==> src/rtl/pnra_pkg.sv <==
// Package: shared constants and codes for the per-node running average alarm.
`timescale 1ns / 1ps

package pnra_pkg;

   localparam int NODES      = 16;
   localparam int COUNT_BITS = 24;

   localparam int NODE_W     = 8;
   localparam int SAMPLE_W   = 16;
   localparam int STATUS_W   = 2;
   localparam int CSR_IDX_W  = 1;
   localparam int CSR_DATA_W = 16;

   localparam int NODE_IDX_W = (NODES > 1) ? $clog2(NODES) : 1;
   localparam int DIV_W      = COUNT_BITS + 1;          // count + 1
   localparam int REM_W      = DIV_W + 1;               // shifted partial remainder
   localparam int ACC_W      = SAMPLE_W + DIV_W;        // mean * count + sample
   localparam int ITER_W     = $clog2(ACC_W + 1);

   localparam logic [COUNT_BITS-1:0] COUNT_MAX = {COUNT_BITS{1'b1}};
   localparam logic [NODE_W:0]       NODES_EXT = (NODE_W + 1)'(NODES);

   localparam logic signed [SAMPLE_W-1:0] HOT_RESET  = 16'sd7680;   // 30.0 degrees
   localparam logic signed [SAMPLE_W-1:0] COLD_RESET = 16'sd3840;   // 15.0 degrees

   // register indexes
   localparam logic [CSR_IDX_W-1:0] REG_HOT_LIMIT  = 1'd0;
   localparam logic [CSR_IDX_W-1:0] REG_COLD_LIMIT = 1'd1;

   // status codes
   localparam logic [STATUS_W-1:0] STATUS_NORMAL  = 2'd0;
   localparam logic [STATUS_W-1:0] STATUS_HOT     = 2'd1;
   localparam logic [STATUS_W-1:0] STATUS_COLD    = 2'd2;
   localparam logic [STATUS_W-1:0] STATUS_INVALID = 2'd3;

endpackage

==> src/rtl/per_node_running_average_alarm.sv <==
// Top level: per-node cumulative mean with hot and cold alarm, shared-divider datapath.
`timescale 1ns / 1ps
//
// Usage
//   req_ channel: one beat carries a node number and a signed Q8.8 sample.
//   rsp_ channel: one beat per request with the node, the new mean of that
//   node and a status (normal, hot, cold, invalid node).
//   csr_ port: hot_limit (index 0) and cold_limit (index 1), to be written by
//   the user only while the block is idle, not enforced; other indexes are dropped.
// Sequence
//   For a valid node the tables are read at the request beat, then come a
//   multiply step, a step to add the sample and take its magnitude, 41 steps
//   of the radix-2 restoring divider (one quotient bit per cycle over the
//   41-bit accumulator) and a finish step, after which rsp_valid rises.
//   An invalid node goes straight to the finish step and leaves the tables alone.
//   req_ready is low while an item is in work: a new request is taken only
//   once the previous one has left the finish step.
// Reset
//   Synchronous, active high: all node means and counts read as zero (per
//   node valid bits), limits go to 30.0 and 15.0 degrees, rsp_valid drops.
// Back-pressure
//   The result sits in an output register; a new request is taken while it
//   waits. The finish step stalls only if the previous result is still held.
module per_node_running_average_alarm
   import pnra_pkg::*;
(
   input  logic                        clock,
   input  logic                        reset,
   // request
   input  logic                        req_valid,
   output logic                        req_ready,
   input  logic [NODE_W-1:0]           req_node_number,
   input  logic signed [SAMPLE_W-1:0]  req_sample_value,
   // response
   output logic                        rsp_valid,
   input  logic                        rsp_ready,
   output logic [NODE_W-1:0]           rsp_node_echo,
   output logic signed [SAMPLE_W-1:0]  rsp_mean_value,
   output logic [STATUS_W-1:0]         rsp_status_code,
   // configuration
   input  logic                        csr_we,
   input  logic [CSR_IDX_W-1:0]        csr_index,
   input  logic [CSR_DATA_W-1:0]       csr_wdata
);

   localparam logic [2:0] S_IDLE = 3'd0;
   localparam logic [2:0] S_READ = 3'd1;
   localparam logic [2:0] S_MUL  = 3'd2;
   localparam logic [2:0] S_DIV  = 3'd3;
   localparam logic [2:0] S_FIN  = 3'd4;

   // node tables: plain arrays, zero-on-reset via valid bits
   logic signed [SAMPLE_W-1:0]  mean_mem [NODES];
   logic [COUNT_BITS-1:0]       cnt_mem  [NODES];
   logic [NODES-1:0]            vld_ff, vld_in;

   logic [2:0]                  state_ff, state_in;
   logic [NODE_W-1:0]           node_ff;
   logic signed [SAMPLE_W-1:0]  sample_ff;
   logic                        bad_ff;
   logic                        hit_ff;          // valid bit of the read entry
   logic signed [SAMPLE_W-1:0]  mean_rd_ff;
   logic [COUNT_BITS-1:0]       cnt_rd_ff;
   logic signed [ACC_W-1:0]     prod_ff;
   logic [COUNT_BITS-1:0]       cnt_ff;
   logic [ACC_W-1:0]            mag_ff;          // dividend, becomes quotient
   logic [DIV_W-1:0]            div_ff;
   logic [DIV_W-1:0]            rem_ff;
   logic                        neg_ff;
   logic [ITER_W-1:0]           iter_ff;

   logic signed [SAMPLE_W-1:0]  hot_ff, cold_ff;

   logic                        rsp_valid_ff, rsp_valid_in;
   logic [NODE_W-1:0]           rsp_node_ff;
   logic signed [SAMPLE_W-1:0]  rsp_mean_ff;
   logic [STATUS_W-1:0]         rsp_status_ff;

   logic                        req_fire;
   logic                        fin_fire;
   logic [NODE_IDX_W-1:0]       rd_idx, wr_idx;
   logic signed [SAMPLE_W-1:0]  cur_mean;
   logic [COUNT_BITS-1:0]       cur_cnt;
   logic signed [ACC_W-1:0]     prod_w;
   logic signed [ACC_W-1:0]     acc_w;
   logic [REM_W-1:0]            rem_shift;
   logic [REM_W-1:0]            rem_diff;
   logic                        q_bit;
   logic signed [SAMPLE_W-1:0]  q_mean;
   logic [STATUS_W-1:0]         q_status;
   logic [COUNT_BITS-1:0]       cnt_next;

   assign req_ready = (state_ff == S_IDLE);
   assign req_fire  = req_valid && req_ready;
   assign fin_fire  = (state_ff == S_FIN) && (!rsp_valid_ff || rsp_ready);

   assign rd_idx = req_node_number[NODE_IDX_W-1:0];
   assign wr_idx = node_ff[NODE_IDX_W-1:0];

   // multiply: entry that was never written counts as zero
   assign cur_mean = hit_ff ? mean_rd_ff : '0;
   assign cur_cnt  = hit_ff ? cnt_rd_ff  : '0;
   assign prod_w   = cur_mean * $signed({1'b0, cur_cnt});
   assign acc_w    = prod_ff + ACC_W'(sample_ff);

   // one restoring divider step
   assign rem_shift = {rem_ff, mag_ff[ACC_W-1]};
   assign rem_diff  = rem_shift - {1'b0, div_ff};
   assign q_bit     = (rem_shift >= {1'b0, div_ff});

   // sign, saturation guard and status of the quotient, saturating next count
   always_comb begin
      if (!neg_ff && (mag_ff > ACC_W'(32767))) begin
         q_mean = 16'sh7FFF;
      end else if (neg_ff && (mag_ff > ACC_W'(32768))) begin
         q_mean = 16'sh8000;
      end else if (neg_ff) begin
         q_mean = $signed(16'(~mag_ff[SAMPLE_W-1:0] + 16'd1));
      end else begin
         q_mean = $signed(mag_ff[SAMPLE_W-1:0]);
      end

      if (bad_ff) begin
         q_status = STATUS_INVALID;
      end else if (q_mean > hot_ff) begin
         q_status = STATUS_HOT;
      end else if (q_mean < cold_ff) begin
         q_status = STATUS_COLD;
      end else begin
         q_status = STATUS_NORMAL;
      end

      cnt_next = (cnt_ff == COUNT_MAX) ? cnt_ff : cnt_ff + 1'b1;
   end

   // sequencer
   always_comb begin
      state_in = state_ff;
      case (state_ff)
         S_IDLE: begin
            if (req_fire) begin
               state_in = ({1'b0, req_node_number} < NODES_EXT) ? S_READ : S_FIN;
            end
         end
         S_READ: state_in = S_MUL;
         S_MUL:  state_in = S_DIV;
         S_DIV: begin
            if (iter_ff == '0) begin
               state_in = S_FIN;
            end
         end
         S_FIN: begin
            if (fin_fire) begin
               state_in = S_IDLE;
            end
         end
         default: state_in = S_IDLE;
      endcase
   end

   always_comb begin
      vld_in = vld_ff;
      if (fin_fire && !bad_ff) begin
         vld_in[wr_idx] = 1'b1;
      end
      if (fin_fire) begin
         rsp_valid_in = 1'b1;
      end else if (rsp_ready) begin
         rsp_valid_in = 1'b0;
      end else begin
         rsp_valid_in = rsp_valid_ff;
      end
   end

   // control state
   always_ff @(posedge clock) begin
      if (reset) begin
         state_ff     <= S_IDLE;
         vld_ff       <= '0;
         rsp_valid_ff <= 1'b0;
         hot_ff       <= HOT_RESET;
         cold_ff      <= COLD_RESET;
      end else begin
         state_ff     <= state_in;
         vld_ff       <= vld_in;
         rsp_valid_ff <= rsp_valid_in;
         if (csr_we) begin
            case (csr_index)
               REG_HOT_LIMIT:  hot_ff  <= $signed(csr_wdata);
               REG_COLD_LIMIT: cold_ff <= $signed(csr_wdata);
               default: ;
            endcase
         end
      end
   end

   // table memory: registered read at the request beat, write at finish
   always_ff @(posedge clock) begin
      if (req_fire) begin
         mean_rd_ff <= mean_mem[rd_idx];
         cnt_rd_ff  <= cnt_mem[rd_idx];
      end
      if (fin_fire && !bad_ff) begin
         mean_mem[wr_idx] <= q_mean;
         cnt_mem[wr_idx]  <= cnt_next;
      end
   end

   // datapath
   always_ff @(posedge clock) begin
      if (req_fire) begin
         node_ff   <= req_node_number;
         sample_ff <= req_sample_value;
         bad_ff    <= !({1'b0, req_node_number} < NODES_EXT);
         hit_ff    <= vld_ff[rd_idx];
      end
      case (state_ff)
         S_READ: begin
            prod_ff <= prod_w;
            cnt_ff  <= cur_cnt;
         end
         S_MUL: begin
            neg_ff  <= acc_w[ACC_W-1];
            mag_ff  <= acc_w[ACC_W-1] ? ACC_W'(-acc_w) : ACC_W'(acc_w);
            div_ff  <= {1'b0, cnt_ff} + 1'b1;
            rem_ff  <= '0;
            iter_ff <= ITER_W'(ACC_W - 1);
         end
         S_DIV: begin
            rem_ff  <= q_bit ? rem_diff[DIV_W-1:0] : rem_shift[DIV_W-1:0];
            mag_ff  <= {mag_ff[ACC_W-2:0], q_bit};
            iter_ff <= iter_ff - 1'b1;
         end
         default: ;
      endcase
      if (fin_fire) begin
         rsp_node_ff   <= node_ff;
         rsp_mean_ff   <= bad_ff ? '0 : q_mean;
         rsp_status_ff <= q_status;
      end
   end

   assign rsp_valid       = rsp_valid_ff;
   assign rsp_node_echo   = rsp_node_ff;
   assign rsp_mean_value  = rsp_mean_ff;
   assign rsp_status_code = rsp_status_ff;

endmodule

==> config.mk <==
export PLATFORM = sky130hd
export DESIGN_NAME = per_node_running_average_alarm
export DESIGN_NICKNAME = d
export VERILOG_FILES = /design/src/rtl/pnra_pkg.sv /design/src/rtl/per_node_running_average_alarm.sv
export SDC_FILE = /design/constraint.sdc
export NUM_CORES = 2
export LEC_CHECK = 0
export ABC_AREA = 0
export BUFFER_PORTS_ARGS = -buffer_cell sky130_fd_sc_hd__buf_2
export CORE_ASPECT_RATIO = 0.5
export CORE_MARGIN = 2
export CORE_UTILIZATION = 57
export CTS_CLUSTER_DIAMETER = 40
export DETAILED_ROUTE_END_ITERATION = 8
export GPL_TIMING_DRIVEN = 1
export PLACE_DENSITY = 0.73
export SYNTH_ARGS = -nofsm -noshare
export SYNTH_HDL_FRONTEND = slang
export SYNTH_SLANG_ARGS = --single-unit
==> constraint.sdc <==
create_clock -name clock -period 8 [get_ports clock]
set_input_delay 0.8 -clock clock [delete_from_list [all_inputs] [get_ports clock]]
set_output_delay 0.8 -clock clock [all_outputs]
set_load 0.03 [all_outputs]
==> out/results.txt <==
Status: finished clean
Max-Cap Viols: 0
Hold Crit Start: req_sample_value[15]
Multi-input gate area: 24,100 sq um
H-tree depth: 3
Worst setup EP type: flop
Clock slew seen by the registers of the worst setup and hold paths: 60 ps
I/O pin count: 74
Fmax: 132 MHz
Slack of the worst reg-to-reg path: 400 ps
Net Sw Frac: 0.318
Startpoint Class: flop
Crit path DAT: 8040 ps
Setup violations, final: 0
Initial antenna violation count: 12
Most Frequent Cell on Critical Path: fa_1
VDD IR max: 197 uV
GPL Wtd Cong: 0.959
Routed Antenna Nets: 0
Vias in the first global route: 34,879
CTS tree: built
Root buffer cell: clkbuf_16
Fin. max-slew vios: 0
P&R area growth vs syn: 9.44%
Capturing point of the worst reg2reg path: prod_ff[40]
FF-to-FF path depth: 26
Post-synthesis average cell area: 13.1 sq um
Post-DP HPWL: 91,200 microns
RR Startpoint: hit_ff
Synth Warn #: 0
Placed Area: 56,500 sq um
DR WL/cell: 25.7 microns
Hold Crit Class: in2reg
CP max FO: 40
Total chip power: 14.1 mW
Crit path launch: hit_ff
Period Utilization, post-route: 0.950
Post-synth top area share: 0.495
P_int: 9.59 mW
Area contributors post-synth: edfxtp_1 49%, fa_1 11%, mux4_2 8.5%, ha_1 5.5%, inv_1 3.4%
Layout cells sized above 1: 0.137
Filler cells: 6,799
FFs w/ async S/R, synth: 0
Initial Utilization: 0.580
Pin count of the biggest net entering global routing: 108
First-pass GRT wire length: 215,000 microns
Vias: 34,456
Final setup TNS: 0 ps
Crit path to: prod_ff[40]
Fin area: 59,500 sq um
Pleak: 23.0 nW
Clock Latency Late Sink: 710 ps
Chip Height: 222 microns
Switching Power: 4.47 mW
Clock tree buffer depth: 3
RSZ-0062 raised after global routing: no
Floorplan row count: 79
Top cells by count, synth: 895 x edfxtp_1, 491 x inv_1, 384 x nand2_1
Cell count after synthesis: 4,155
Max incr delay on CP: 600 ps
WS Path Type: reg2reg
Die area: 97,900 sq um
Synthesized cell area: 54,300 sq um
EDFF count, synth: 895
Post-layout nets: 4,815
CTS buffer count: 92
Clock Power Share: 0.304
Cell variety after synth: 81
Slew @ Worst Pin: 1280 ps
Final Instance Count excl. Fillers: 5,548
Most frequent cell after synthesis: edfxtp_1
Max Clock Skew: 71.3 ps
Sequential cell area: 27,900 sq um
DR pass1 iterations: 6
Primary FF master, synth: edfxtp_1
Tmin final: 7600 ps
Yosys reg bits: 947
Seq/Total Area, Yosys: 0.514
Placed instance count: 5,384
Cell area power density: 237 nW/um^2
DIE WIDTH: 441 microns
Crit-path slowest cell: fa_1
Buffers on Ports: 73
Combinational group share of total power: 0.291
Overall global routing resource usage: 0.295
Leading area contributor after synthesis: edfxtp_1
Vias per inst: 6.21
Gr ovfl total: 0
Clock sinks: 947
DRC Markers: 0
Worst Path Required: 8440 ps
Total routed wirelength: 142,000 microns
DR iter-0 viols: 3,810
Syn_nets: 4,747
Max-slew headroom: 0.149
Final Hold Viols: 0
Hold WS: 282 ps
Sequential power share: 0.405
Core area: 93,700 sq um
-- metrics by stage --
step	setup slack, ps	utilization
after detailed placement	316	0.603
after global routing	6.66	0.634
after global placement	535	0.603
after CTS	320	0.634
final	398	0.634
after floorplan	959	-
-- layout make-up --
type / count / share of cell area
clock inverters: 47 / 0.00802
clock buffers: 115 / 0.0409
flip-flops and latches: 947 / 0.470
well taps: 1255 / 0.0264
repair buffers: 173 / 0.0195
inverters: 491 / 0.0310
multi-input cells: 2518 / 0.405
diodes: 2 / 0.0000842
-- worst min-delay path by stage --
stage | endpoint | cells past startpoint
finish | sample_ff[15] | 1
global placement | rsp_node_echo[4] | 0
CTS | sample_ff[1] | 1
floorplan | rsp_node_echo[4] | 0
detailed placement | rsp_node_echo[5] | 0
global route | sample_ff[2] | 1
-- flip-flops by register name (all words and copies together) (netlist names), 2 cells and up --
register	cells
state_ff	3
mean_rd_ff	16
sample_ff	16
cnt_rd_ff	24
mean_mem	256
vld_ff	16
cnt_ff	24
iter_ff	6
rsp_node_echo	8
node_ff	8
hot_ff	16
cold_ff	16
prod_ff	41
rsp_status_code	2
mag_ff	41
div_ff	25
cnt_mem	384
rem_ff	25
rsp_mean_value	16
-- power by group through the flow --
| stage | clock network, mW | logic [mW] | registers [mW] |
|---|---|---|---|
| floorplan | 0 | 3.05 | 5.77 |
| global placement | 0 | 3.94 | 5.80 |
| detailed placement | 0 | 4.03 | 5.80 |
| CTS | 4.33 | 4.06 | 5.69 |
| global route | 4.51 | 4.59 | 5.70 |
| finish | 4.28 | 4.09 | 5.70 |
-- per-layer routing --
layer / GRT usage / vias up / routed length, microns
met5: 0 / - / 61
met4: 0.0850 / 8 / 3910
met3: 0.0670 / 260 / 15400
met2: 0.461 / 1839 / 66200
met1: 0.417 / 17374 / 56900
li1: - / 14975 / -
-- cell usage in the layout, fill, tap and decap left out, types with 9 or more instances in the layout --
cell type,Yosys,final
xnor2_1,86,86
mux4_2,205,205
ha_1,238,238
o311ai_2,0,11
clkbuf_1,184,21
clkbuf_16,0,94
inv_1,491,491
edfxtp_1,895,895
fa_1,308,308
a21oi_1,175,173
a211o_1,12,12
o21ai_0,92,92
a31oi_1,11,11
and2_1,41,38
buf_2,2,70
nand2_1,384,383
o31ai_1,13,13
dfxtp_1,52,52
and3_1,186,186
nor2_4,0,12
or3_1,20,20
nand3_1,49,48
and4_1,9,9
o211ai_1,9,9
buf_4,0,99
mux2i_1,17,17
clkinv_1,0,10
nor4_1,12,12
or2_2,21,21
nand4_1,25,25
nor2b_1,35,33
a211oi_1,17,16
o21a_1,17,17
nor2_1,213,201
nand2b_1,43,43
o21bai_1,18,18
xor2_1,58,58
nor3_1,51,47
a21o_1,43,43
-- cells by family (layout without fill, tap and decap cells) --
kind of cell,Yosys count,in the layout,share of synthesized area
AO/OA/AOI/OAI,476,476,0.0554
XOR/XNOR,145,145,0.0235
adder cells (fa/ha/maj),546,546,0.168
buffers and inverters,690,826,0.0479
flip-flops,947,947,0.514
multiplexers,225,225,0.0887
other,0,2,0
AND/OR/NAND/NOR,1126,1126,0.102
-- critical path, delay by kind of cell (launching register included) --
kind | cells | cell delay, ps
adder cells (fa/ha/maj) | 7 | 3440
XOR/XNOR | 1 | 150
AND/OR/NAND/NOR | 6 | 1410
AO/OA/AOI/OAI | 7 | 1410
flip-flops | 1 | 380
buffers and inverters | 5 | 550
-- what timing repair did --
item,in CTS,in global routing
hold buffers,0,0
resized for setup,0,7
endpoints found under the setup margin,0,7
buffers inserted,0,0
endpoints found under the hold margin,0,0
Power figures use the tool's default switching activity.
